`src/rtl/hcbd_pkg.sv`:
```
// ----------------------------------------------------------------------------
// hcbd_pkg
// Shared types, character codes and helper functions for the chunked body
// decoder.
// ----------------------------------------------------------------------------
package hcbd_pkg;

	localparam int LEN_BITS_DEF = 32;
	localparam int HEX_BITS     = 4;

	localparam logic [7:0] CH_TAB   = 8'h09;
	localparam logic [7:0] CH_LF    = 8'h0A;
	localparam logic [7:0] CH_VT    = 8'h0B;
	localparam logic [7:0] CH_FF    = 8'h0C;
	localparam logic [7:0] CH_CR    = 8'h0D;
	localparam logic [7:0] CH_SPACE = 8'h20;
	localparam logic [7:0] CH_PLUS  = 8'h2B;
	localparam logic [7:0] CH_MINUS = 8'h2D;
	localparam logic [7:0] CH_ZERO  = 8'h30;
	localparam logic [7:0] CH_NINE  = 8'h39;
	localparam logic [7:0] CH_UA    = 8'h41;
	localparam logic [7:0] CH_UF    = 8'h46;
	localparam logic [7:0] CH_UX    = 8'h58;
	localparam logic [7:0] CH_LA    = 8'h61;
	localparam logic [7:0] CH_LF_HEX = 8'h66;
	localparam logic [7:0] CH_LX    = 8'h78;

	localparam logic [1:0] END_TERMINATOR = 2'd0;
	localparam logic [1:0] END_NO_DIGITS  = 2'd1;
	localparam logic [1:0] END_TRUNCATED  = 2'd2;

	typedef enum logic [2:0] {
		PH_SKIPWS  = 3'd0,
		PH_SIGNED  = 3'd1,
		PH_ZERO    = 3'd2,
		PH_XPREFIX = 3'd3,
		PH_DIGITS  = 3'd4,
		PH_EOL     = 3'd5,
		PH_PAYLOAD = 3'd6
	} phase_t;

	typedef struct packed {
		logic [7:0] body_byte;
		logic       body_last;
	} item_t;

	typedef struct packed {
		logic       has_result;
		logic       payload_valid;
		logic [7:0] payload_byte;
		logic       body_done;
		logic [1:0] end_code;
	} result_t;

	function automatic logic is_space(input logic [7:0] c);
		return (c == CH_SPACE) || (c == CH_TAB) || (c == CH_LF) || (c == CH_VT) ||
			(c == CH_FF) || (c == CH_CR);
	endfunction

	function automatic logic is_hex(input logic [7:0] c);
		return ((c >= CH_ZERO) && (c <= CH_NINE)) || ((c >= CH_LA) && (c <= CH_LF_HEX)) ||
			((c >= CH_UA) && (c <= CH_UF));
	endfunction

	function automatic logic [HEX_BITS-1:0] hex_value(input logic [7:0] c);
		logic [7:0] v;
		if ((c >= CH_ZERO) && (c <= CH_NINE)) begin
			v = c - CH_ZERO;
		end else if ((c >= CH_LA) && (c <= CH_LF_HEX)) begin
			v = c - CH_LA + 8'd10;
		end else begin
			v = c - CH_UA + 8'd10;
		end
		return v[HEX_BITS-1:0];
	endfunction

endpackage

```
`src/rtl/hcbd_in_stage.sv`:
```
// ----------------------------------------------------------------------------
// hcbd_in_stage
// Input register that holds one body word until the parser can retire it.
// ----------------------------------------------------------------------------
module hcbd_in_stage (
	input  logic          clk,
	input  logic          arst_n,
	input  logic          in_valid,
	output logic          in_ready,
	input  hcbd_pkg::item_t in_item,
	input  logic          out_space,
	output logic          step,
	output hcbd_pkg::item_t item_s1
);
	import hcbd_pkg::*;

	logic valid_s1;

	assign step     = valid_s1 && out_space;
	assign in_ready = !valid_s1 || out_space;

	always_ff @(posedge clk or negedge arst_n) begin
		if (!arst_n) begin
			valid_s1 <= 1'b0;
		end else if (in_ready) begin
			valid_s1 <= in_valid;
		end
	end

	always_ff @(posedge clk) begin
		if (in_ready && in_valid) begin
			item_s1 <= in_item;
		end
	end

endmodule

```
`src/rtl/hcbd_parser.sv`:
```
// ----------------------------------------------------------------------------
// hcbd_parser
// Size line parser and payload counter; retires one word per step.
// ----------------------------------------------------------------------------
module hcbd_parser #(
	parameter int LEN_BITS = hcbd_pkg::LEN_BITS_DEF
) (
	input  logic              clk,
	input  logic              arst_n,
	input  logic              step,
	input  hcbd_pkg::item_t   item_s1,
	output hcbd_pkg::result_t result
);
	import hcbd_pkg::*;

	localparam int WIDE_BITS = LEN_BITS + HEX_BITS;

	phase_t              phase_q, phase_d;
	logic [LEN_BITS-1:0] size_q, size_d;
	logic                neg_q, neg_d;
	logic                cr_q, cr_d;
	logic [LEN_BITS-1:0] rem_q, rem_d;
	logic                fin_q, fin_d;

	logic [7:0]          c;
	logic                last;
	logic                hex;
	logic [HEX_BITS-1:0] dval;
	logic [WIDE_BITS-1:0] acc_wide;
	logic [LEN_BITS-1:0] acc;
	logic                do_first;
	logic                do_num;
	logic                do_eol;
	logic                cr_in;
	logic                pay;
	logic                ended;
	logic [1:0]          code;

	assign c        = item_s1.body_byte;
	assign last     = item_s1.body_last;
	assign hex      = is_hex(c);
	assign dval     = hex_value(c);
	assign acc_wide = {size_q, {HEX_BITS{1'b0}}} + WIDE_BITS'(dval);
	assign acc      = (acc_wide[WIDE_BITS-1 -: HEX_BITS] != '0) ? {LEN_BITS{1'b1}} :
		acc_wide[LEN_BITS-1:0];

	always_comb begin
		phase_d  = phase_q;
		size_d   = size_q;
		neg_d    = neg_q;
		cr_d     = cr_q;
		rem_d    = rem_q;
		fin_d    = fin_q;
		do_first = 1'b0;
		do_num   = 1'b0;
		do_eol   = 1'b0;
		cr_in    = cr_q;
		pay      = 1'b0;
		ended    = 1'b0;
		code     = END_TERMINATOR;

		if (fin_q) begin
			if (last) begin
				phase_d = PH_SKIPWS;
				size_d  = '0;
				neg_d   = 1'b0;
				cr_d    = 1'b0;
				rem_d   = '0;
				fin_d   = 1'b0;
			end
		end else begin
			unique case (phase_q) inside
				PH_SKIPWS: begin
					if (is_space(c)) begin
						phase_d = PH_SKIPWS;
					end else if ((c == CH_PLUS) || (c == CH_MINUS)) begin
						neg_d   = (c == CH_MINUS);
						phase_d = PH_SIGNED;
					end else begin
						do_first = 1'b1;
					end
				end
				PH_SIGNED: begin
					do_first = 1'b1;
				end
				PH_ZERO: begin
					if ((c == CH_LX) || (c == CH_UX)) begin
						phase_d = PH_XPREFIX;
					end else begin
						do_num = 1'b1;
					end
				end
				PH_XPREFIX, PH_DIGITS: begin
					do_num = 1'b1;
				end
				PH_EOL: begin
					do_eol = 1'b1;
				end
				PH_PAYLOAD: begin
					pay = 1'b1;
					rem_d = rem_q - LEN_BITS'(1);
					if (rem_q == LEN_BITS'(1)) begin
						phase_d = PH_SKIPWS;
						size_d  = '0;
						neg_d   = 1'b0;
						cr_d    = 1'b0;
						rem_d   = '0;
					end
				end
				default: begin
					phase_d = PH_SKIPWS;
					size_d  = '0;
					neg_d   = 1'b0;
					cr_d    = 1'b0;
					rem_d   = '0;
				end
			endcase

			if (do_first) begin
				if (c == CH_ZERO) begin
					size_d  = '0;
					phase_d = PH_ZERO;
				end else if (hex) begin
					size_d  = LEN_BITS'(dval);
					phase_d = PH_DIGITS;
				end else begin
					ended = 1'b1;
					code  = END_NO_DIGITS;
				end
			end

			if (do_num) begin
				if (hex) begin
					size_d  = acc;
					phase_d = PH_DIGITS;
				end else begin
					do_eol = 1'b1;
					cr_in  = 1'b0;
				end
			end

			if (do_eol) begin
				phase_d = PH_EOL;
				if (cr_in && (c == CH_LF)) begin
					cr_d = 1'b0;
					if (neg_q || (size_q == '0)) begin
						ended = 1'b1;
						code  = END_TERMINATOR;
					end else begin
						rem_d   = size_q;
						phase_d = PH_PAYLOAD;
					end
				end else begin
					cr_d = (c == CH_CR);
				end
			end

			if (!ended && last) begin
				ended = 1'b1;
				code  = ((phase_d == PH_SKIPWS) || (phase_d == PH_SIGNED)) ?
					END_NO_DIGITS : END_TRUNCATED;
			end

			if (ended) begin
				if (last) begin
					phase_d = PH_SKIPWS;
					size_d  = '0;
					neg_d   = 1'b0;
					cr_d    = 1'b0;
					rem_d   = '0;
					fin_d   = 1'b0;
				end else begin
					fin_d = 1'b1;
				end
			end
		end

		result.has_result    = pay || ended;
		result.payload_valid = pay;
		result.payload_byte  = pay ? c : 8'd0;
		result.body_done     = ended;
		result.end_code      = ended ? code : END_TERMINATOR;
	end

	always_ff @(posedge clk or negedge arst_n) begin
		if (!arst_n) begin
			phase_q <= PH_SKIPWS;
			size_q  <= '0;
			neg_q   <= 1'b0;
			cr_q    <= 1'b0;
			rem_q   <= '0;
			fin_q   <= 1'b0;
		end else if (step) begin
			phase_q <= phase_d;
			size_q  <= size_d;
			neg_q   <= neg_d;
			cr_q    <= cr_d;
			rem_q   <= rem_d;
			fin_q   <= fin_d;
		end
	end

endmodule

```
`src/rtl/hcbd_out_reg.sv`:
```
// ----------------------------------------------------------------------------
// hcbd_out_reg
// Result register that holds one decoded word until it is taken.
// ----------------------------------------------------------------------------
module hcbd_out_reg (
	input  logic              clk,
	input  logic              arst_n,
	input  logic              step,
	input  hcbd_pkg::result_t result,
	output logic              out_space,
	output logic              out_valid,
	input  logic              out_ready,
	output hcbd_pkg::result_t result_q
);
	import hcbd_pkg::*;

	logic load;

	assign out_space = !out_valid || out_ready;
	assign load      = step && result.has_result;

	always_ff @(posedge clk or negedge arst_n) begin
		if (!arst_n) begin
			out_valid <= 1'b0;
		end else if (load) begin
			out_valid <= 1'b1;
		end else if (out_ready) begin
			out_valid <= 1'b0;
		end
	end

	always_ff @(posedge clk) begin
		if (load) begin
			result_q <= result;
		end
	end

endmodule

```
`src/rtl/http_chunked_body_decoder_core.sv`:
```
// ----------------------------------------------------------------------------
// http_chunked_body_decoder_core
// Decodes an HTTP chunked body one byte word per cycle when not stalled and
// passes on only the payload bytes. Each size line may start with whitespace,
// a sign and a 0x prefix; the hex length saturates at LEN_BITS bits and the
// rest of the line up to CR LF is ignored. A word is returned only for a
// payload byte or for the end of the body, with end_code 0 for a zero or
// negative size, 1 for a size line without digits and 2 for input that ends
// early. Bytes after the end are dropped up to and including the next word
// with body_last set. The block takes one word per cycle when out_ready does
// not stall it: the whole parse step is one short update between the input
// register and the result register, and each register takes a new word in
// the cycle its word leaves, so throughput is limited only by the consumer.
// ----------------------------------------------------------------------------
module http_chunked_body_decoder_core #(
	parameter int LEN_BITS = hcbd_pkg::LEN_BITS_DEF
) (
	input  logic       clk,
	input  logic       arst_n,
	input  logic       in_valid,
	output logic       in_ready,
	input  logic [7:0] body_byte,
	input  logic       body_last,
	output logic       out_valid,
	input  logic       out_ready,
	output logic       payload_valid,
	output logic [7:0] payload_byte,
	output logic       body_done,
	output logic [1:0] end_code
);
	import hcbd_pkg::*;

	item_t   in_item;
	item_t   item_s1;
	result_t result;
	result_t result_q;
	logic    step;
	logic    out_space;

	assign in_item.body_byte = body_byte;
	assign in_item.body_last = body_last;

	hcbd_in_stage u_in_stage (
		.clk       (clk),
		.arst_n    (arst_n),
		.in_valid  (in_valid),
		.in_ready  (in_ready),
		.in_item   (in_item),
		.out_space (out_space),
		.step      (step),
		.item_s1   (item_s1)
	);

	hcbd_parser #(
		.LEN_BITS (LEN_BITS)
	) u_parser (
		.clk     (clk),
		.arst_n  (arst_n),
		.step    (step),
		.item_s1 (item_s1),
		.result  (result)
	);

	hcbd_out_reg u_out_reg (
		.clk       (clk),
		.arst_n    (arst_n),
		.step      (step),
		.result    (result),
		.out_space (out_space),
		.out_valid (out_valid),
		.out_ready (out_ready),
		.result_q  (result_q)
	);

	assign payload_valid = result_q.payload_valid;
	assign payload_byte  = result_q.payload_byte;
	assign body_done     = result_q.body_done;
	assign end_code      = result_q.end_code;

endmodule
```
`config.mk`:
```
export PLATFORM = sky130hd
export DESIGN_NAME = http_chunked_body_decoder_core
export DESIGN_NICKNAME = d
export VERILOG_FILES = /design/src/rtl/hcbd_pkg.sv /design/src/rtl/hcbd_in_stage.sv /design/src/rtl/hcbd_parser.sv /design/src/rtl/hcbd_out_reg.sv /design/src/rtl/http_chunked_body_decoder_core.sv
export SDC_FILE = /design/constraint.sdc
export NUM_CORES = 1
export LEC_CHECK = 0
export BUFFER_PORTS_ARGS = -buffer_cell sky130_fd_sc_hd__buf_4
export CORE_UTILIZATION = 25
export CTS_CLUSTER_SIZE = 40
export DETAILED_ROUTE_END_ITERATION = 8
export GPL_ROUTABILITY_DRIVEN = 0
export PLACE_DENSITY = 0.53
export REMOVE_ABC_BUFFERS = 1
export SLEW_MARGIN = 10
export SYNTH_ARGS = -nofsm -noshare
export SYNTH_HDL_FRONTEND = slang
export SYNTH_SLANG_ARGS = --single-unit
export TNS_END_PERCENT = 1
```
`constraint.sdc`:
```
create_clock -name clk -period 3.4 [get_ports clk]
set_input_delay 0 -clock clk [delete_from_list [all_inputs] [get_ports clk]]
set_output_delay 0 -clock clk [all_outputs]
set_load 0.05 [all_outputs]
```
* After elaboration in Yosys (flattened, before gate mapping)
Index checks and enable logic that the tools add are counted.
Operators by class: add/subtract/negate cells 7, magnitude comparators 6, equal/unequal tests 20, muxes and demuxes 94, bitwise gates (word level) 1, reductions and logical operators 36
Operator list (count):
- $mux W32 | 18
- $pmux W32 S2 | 2
- $mux W3 | 16
- $mux W1 | 43
- $eq A8 B4 Y1 const B | 5
- $add A36 B4 Y36 | 1
- $eq A32 B1 Y1 const B | 1
- $eq A8 B6 Y1 const B | 4
- $logic_not A32 Y1 | 1
- $sub A32 B1 Y32 const B | 1
- $eq A8 B7 Y1 const B | 2
- $ge A8 B7 Y1 const B | 2
- $le A8 B7 Y1 const B | 2
- $mux W2 | 8
- $logic_or A1 B1 Y1 | 14
- $pmux W3 S4 | 1
- $sub A4 B1 Y4 const B | 3
- $eq A3 B3 Y1 const B | 3
- $add A4 B4 Y4 const B | 2
- $ge A8 B6 Y1 const B | 1
- $le A8 B6 Y1 const B | 1
- $logic_and A1 B1 Y1 | 8
- $mux W4 | 2
- $eq A3 B1 Y1 const B | 2
- other kinds (14) | 21
Word-level totals: register bits after elaboration 93, input port bits 13, output and inout bits 14, logic and storage cells 178

* Logic depth before layout (Yosys ltp)
depth in word-level cells 22, gate-level depth with buffers 9

* Hierarchy
From an unflattened synthesis, not the netlist that was laid out.
Second synthesis, totals: cells, all modules 670, area total of the unflattened synthesis 5736.8 um^2
By module, submodules not included:
- hcbd_parser | times used 1, cells each 638, area an instance 4963.5 um^2
- hcbd_out_reg | times used 1, cells each 18, area an instance 442.9 um^2
- hcbd_in_stage | times used 1, cells each 14, area an instance 330.3 um^2

* Worst setup path before layout
Ideal clock, no wire load.
kind reg-to-reg, start register u_in_stage.item_s1[1] (netlist name), end register u_out_reg.result_q[0] (netlist name), setup time 396 ps, data arrival time 2959 ps, required time 3004 ps, slack 45 ps, cell stages (with the launch flop) 9, buffers on the path 0, clock period less this slack 3355 ps, cell sequence edfxtp_1 inv_1 ha_1 or4b_2 a31oi_1 nor2_1 nor2b_1 nor4_1 nor3_1
Between the ends: longest elaborated chain between the ends 21
Ends and longest elaborated chain:
- $eq A8 B6 Y1 / $eq A8 B4 Y1 (equally long branches) | RTL line hcbd_pkg.sv:56 | return (c == CH_SPACE) || (c == CH_TAB) || (c == CH_LF) || (c == CH_VT) ||
- $logic_or A1 B1 Y1 (4 in series) | RTL line hcbd_pkg.sv:56
- $logic_or A1 B1 Y1 | RTL line hcbd_pkg.sv:57 | (c == CH_FF) || (c == CH_CR);
- $mux W1 | RTL line hcbd_parser.sv:74 | if (is_space(c)) begin
- $pmux W1 S2 | RTL line hcbd_parser.sv:72 | unique case (phase_q) inside
- $mux W1 | RTL line hcbd_parser.sv:62 | if (fin_q) begin
- $mux W1 | RTL line hcbd_parser.sv:119 | if (do_first) begin
- $mux W1 | RTL line hcbd_parser.sv:146 | if (neg_q || (size_q == '0)) begin
- (+2 left out)
- $mux W1 (*) | RTL line hcbd_parser.sv:62
- $logic_not A1 Y1 | RTL line hcbd_parser.sv:158 | if (!ended && last) begin
- $logic_and A1 B1 Y1 | RTL line hcbd_parser.sv:158
- $mux W1 (*) | RTL line hcbd_parser.sv:158
- $mux W1 (*) (2 in series) | RTL line hcbd_parser.sv:62
- $logic_or A1 B1 Y1 (*) | RTL line hcbd_parser.sv:178 | result.has_result = pay || ended;
- $logic_and A1 B1 Y1 (*) | RTL line hcbd_out_reg.sv:20 | assign load = step && result.has_result;
- via u_out_reg.load | RTL line hcbd_out_reg.sv:17 | logic load;
Mark *: on every way through the listed nets, which the timed path passes. The rest lies on a longest branch. The select of a mux whose other input is x is not followed. A chain may end at the register's enable or synchronous reset.

* Worst setup path in the final report
start register u_in_stage.item_s1[1] (netlist name), end register u_out_reg.result_q[8] (netlist name)
Between the ends: longest elaborated chain between the ends 21
Ends and longest elaborated chain (RTL line):
- $eq A8 B6 Y1 / $eq A8 B4 Y1 (equally long branches) | hcbd_pkg.sv:56
- $logic_or A1 B1 Y1 (4 in series) | hcbd_pkg.sv:56
- $logic_or A1 B1 Y1 | hcbd_pkg.sv:57
- $mux W1 | hcbd_parser.sv:74
- $pmux W1 S2 | hcbd_parser.sv:72
- $mux W1 | hcbd_parser.sv:62
- $mux W1 | hcbd_parser.sv:119
- $mux W1 | hcbd_parser.sv:146
- (+2 left out)
- $mux W1 (*) | hcbd_parser.sv:62
- $logic_not A1 Y1 | hcbd_parser.sv:158
- $logic_and A1 B1 Y1 | hcbd_parser.sv:158
- $mux W1 (*) | hcbd_parser.sv:158
- $mux W1 (*) (2 in series) | hcbd_parser.sv:62
- $logic_or A1 B1 Y1 (*) | hcbd_parser.sv:178
- $logic_and A1 B1 Y1 (*) | hcbd_out_reg.sv:20
- via u_out_reg.load | hcbd_out_reg.sv:17
Marked as above.

==> summary.txt <==
Status
  – Status: finished clean

Cells and area
  – Area of the multi-input gates: 2660 sq um
  – Share of cells above drive strength 1: 14.4%
  – Most common cell after layout, fill and taps aside: dfrtp_1
  – Final Cell Area: 6170 sq um
  – Sequential cell area: approximately 2400 sq um
  – Total Nets Final: a little under 600
  – Most frequent cells in the layout: dfrtp_1, nor2_1, buf_4, o21ai_0, o2bb2ai_1
  – # fillers: roughly 2100
  – Layout Area Growth over Synthesis: 16.5%
  – Antenna cells: 0

Die
  – Starting density of the core: 25.9%
  – Die Area: 21800 sq um
  – Die Span Y: roughly 150 microns
  – Core area: 20500 sq um
  – Boundary Pins: 27
  – Horiz. Die Dim: 148 microns
  – Row count: 52

Yosys
  – Ranking of synthesized cells by area: dfrtp_1, edfxtp_1, o2bb2ai_1
  – Share of Yosys cell area claimed by the top area cell type: between 30% and 40%
  – Synth Instances: 535
  – Async set or reset register ratio after synthesis: 77.4%
  – Post-synthesis sequential area ratio: between 40% and 50%
  – Yosys cell types: 77
  – Mean Syn Cell Area: approximately 9.9 sq um
  – Cell taking the most area after synthesis: dfrtp_1
  – Main synth FF type: dfrtp_1
  – Post-Syn Area: 5300 sq um
  – EDFF count, synth: 21
  – Number of synthesized register bits: 93
  – Ys Warns: 0

Setup path
  – Worst Path Arrival: 3120 ps
  – Critical path class: reg2reg
  – Worst setup EP type: flop
  – R2R setup slack: roughly 330 ps
  – CP required: between 3000 and 4000 ps
  – Crit-path max FO: 12
  – Worst r2r dst: u_out_reg.result_q[8]$_SDFFCE_PN0P_
  – Crit start category: flop
  – R2R cell count: 9
  – FF-to-FF Start: u_in_stage.item_s1[1]$_DFFE_PP_

Pwr
  – Combinational Power Share: 27.2%
  – Reg power frac: 41.4%
  – Pwr Density: 530 nW/um^2
  – Clock Power Share: 31.4%
  – Tot Pwr: 3270 uW
  – Internal Power: 2080 uW
  – Maximum vdd drop: 0.000239 V
  – P_sw: 1190 uW
  – LEAKAGE: 0.00244 uW
  – Sw Ratio: 36.3%

Place
  – Worst slack, placed: between 300 and 400 ps
  – DP HPWL: between 10 and 15 mm
  – Port Buf Inserts: 26
  – Placed cell areas: 5770 sq um

Timing
  – Setup ws final: 327 ps
  – Final Hold Fails: 0
  – Clock Skews: roughly 12 ps
  – Unrepaired setup endpoints after global routing: false
  – Worst Max-Slew Pin Slew: 964 ps
  – Max_slew headroom: 35.7%
  – Max Clk Rate: 325 MHz
  – Setup_tns: 0 ps
  – Final min period: 3070 ps
  – Max Slew Vio Count: 0
  – Crit share post-route: 90.4%
  – Finish-stage setup viols: 0

Global routing
  – Global-route wire length before repair: 24.2 mm
  – GRT Overall Usage: around 14%
  – Overflow after GRT: 0
  – Vias in the first global route: 4476
  – Largest net degree at the start of global routing: 73
  – Antenna violations before repair: 0

Clocking
  – CTS clk-pin slew, worst paths: 70 ps
  – CTS H-Tree Depth: 3
  – Sinks on Clock Net: a little over 90
  – PostCTS Resize Cnt: 0
  – CTS tree: built
  – Worst-skew pair later-pin latency: 360 ps
  – Clk buf depth: 2
  – Root Driver: clkbuf_16
  – CTS buffer count: 9
  – # hold bufs at CTS: 11
  – Post-CTS Setup Bufs: 0

Drt
  – Vias: between 4000 and 5000
  – Overall routed net length: 14.7 mm
  – Post-DRT Antenna Nets: 0
  – Initial drt markers: around 350
  – Routed WL per cell: around 18 microns
  – DRC Markers: 0
  – Vias per cell: 5.39
  – DRT Pass-1 Iters: 4

Hold path
  – Hold endpoint: u_out_reg.out_valid$_DFFE_PN0P_
  – Cell count of the worst hold path: 3
  – Tightest Hold Check Type: in2reg
  – HP Start: out_ready

Flow run
  – # Max-Cap Violations: 0
-- power groups by stage --
| stage | clock network [uW] | logic, uW | registers, uW |
|---|---|---|---|
| final | 1030 | 890 | 1350 |
| after global routing | 1090 | 951 | 1370 |
| after CTS | 1050 | 887 | 1350 |
| after detailed placement | 0 | 872 | 1380 |
| after global placement | 0 | 871 | 1370 |
| after floorplan | 0 | 423 | 1500 |
-- cell usage after synthesis, types with 4 or more instances --
master,number
dfrtp_1,72
o2bb2ai_1,31
nor2_1,60
nand2b_1,5
a21oi_1,13
a21o_1,5
nand2_1,27
o21ai_0,35
o21ai_1,6
o31ai_1,6
edfxtp_1,21
nand3_1,15
inv_1,11
xor2_1,6
o41ai_1,4
buf_2,10
nor3_1,19
o22ai_1,5
o211a_1,4
nor4_1,18
xnor2_1,10
nand4_1,9
and2_1,8
nand3b_1,4
a22oi_1,19
buf_6,4
clkbuf_1,14
ha_1,7
a32oi_1,5
or4_1,5
-- metal layers --
layer | track usage, % | part of all wire (%) | up-vias
met5 | 0 | 0 | -
met4 | 5.10 | 1.7 | 0
met3 | 2.50 | 4.9 | 18
met2 | 22.3 | 46 | 131
met1 | 19.2 | 47 | 2253
li1 | - | - | 2127
-- state kept, by name, indices dropped and copies added, names as in the netlist --
| register | flops |
|---|---|
| u_parser.fin_q | 1 |
| u_parser.size_q | 32 |
| u_parser.rem_q | 32 |
| u_out_reg.result_q | 12 |
| u_in_stage.valid_s1 | 1 |
| u_parser.cr_q | 1 |
| u_parser.neg_q | 1 |
| u_out_reg.out_valid | 1 |
| u_in_stage.item_s1 | 9 |
| u_parser.phase_q | 3 |
-- cell families after synthesis --
| kind of cell | count (synthesis) | share of synthesized area [%] |
|---|---|---|
| multiplexers | 2 | 0.378 |
| adder cells (fa/ha/maj) | 7 | 1.65 |
| AND/OR/NAND/NOR | 203 | 21.3 |
| buffers and inverters | 42 | 3.99 |
| AO/OA/AOI/OAI | 172 | 24.2 |
| XOR/XNOR | 16 | 2.64 |
| flip-flops | 93 | 45.9 |
-- through the flow --
step / hold WS [ps] / instances / util, %
3_3_place_gp: 178 / 814 / 28.1
4_1_cts: 75.3 / 841 / 30.1
2_1_floorplan: -296 / 504 / -
6_report: 71.7 / 841 / 30.1
3_5_place_dp: 179 / 814 / 28.1
5_1_grt: 127 / 841 / 30.1
-- worst max-delay path, stage by stage, from the launching register on --
cell      delay (ps)
edfxtp_1         450
inv_1            190
ha_1             200
or4b_2           610
a31oi_1          340
nor2_1           160
nor2b_1          280
nor4_1           120
nor3_1           180
buf_4            230
-- area by class of cell --
| class | instances | area share [%] |
|---|---|---|
| flip-flops and latches | 93 | 39.4 |
| inverters | 11 | 0.669 |
| clock inverters | 6 | 1.03 |
| multi-input cells | 400 | 43.0 |
| repair buffers | 51 | 6.65 |
| clock buffers | 10 | 3.77 |
| well taps | 270 | 5.47 |
-- worst max path at each step --
| stage | from | endpoint | slack [ps] | depth (start not counted) |
|---|---|---|---|---|
| 2_1_floorplan | u_in_stage.item_s1[1]$_DFFE_PP_ | u_out_reg.result_q[0]$_SDFFCE_PP0P_ | 40 | 8 |
| 3_3_place_gp | u_in_stage.item_s1[1]$_DFFE_PP_ | u_out_reg.result_q[10]$_SDFFCE_PN0P_ | 450 | 9 |
| 3_5_place_dp | u_in_stage.item_s1[1]$_DFFE_PP_ | u_out_reg.result_q[9]$_SDFFCE_PN0P_ | 350 | 9 |
| 4_1_cts | u_in_stage.item_s1[1]$_DFFE_PP_ | u_out_reg.result_q[8]$_SDFFCE_PN0P_ | 340 | 9 |
| 5_1_grt | u_in_stage.item_s1[1]$_DFFE_PP_ | u_out_reg.result_q[8]$_SDFFCE_PN0P_ | 130 | 9 |
| 6_report | u_in_stage.item_s1[1]$_DFFE_PP_ | u_out_reg.result_q[8]$_SDFFCE_PN0P_ | 330 | 9 |
No activity file was read; power rests on OpenSTA's default activity.
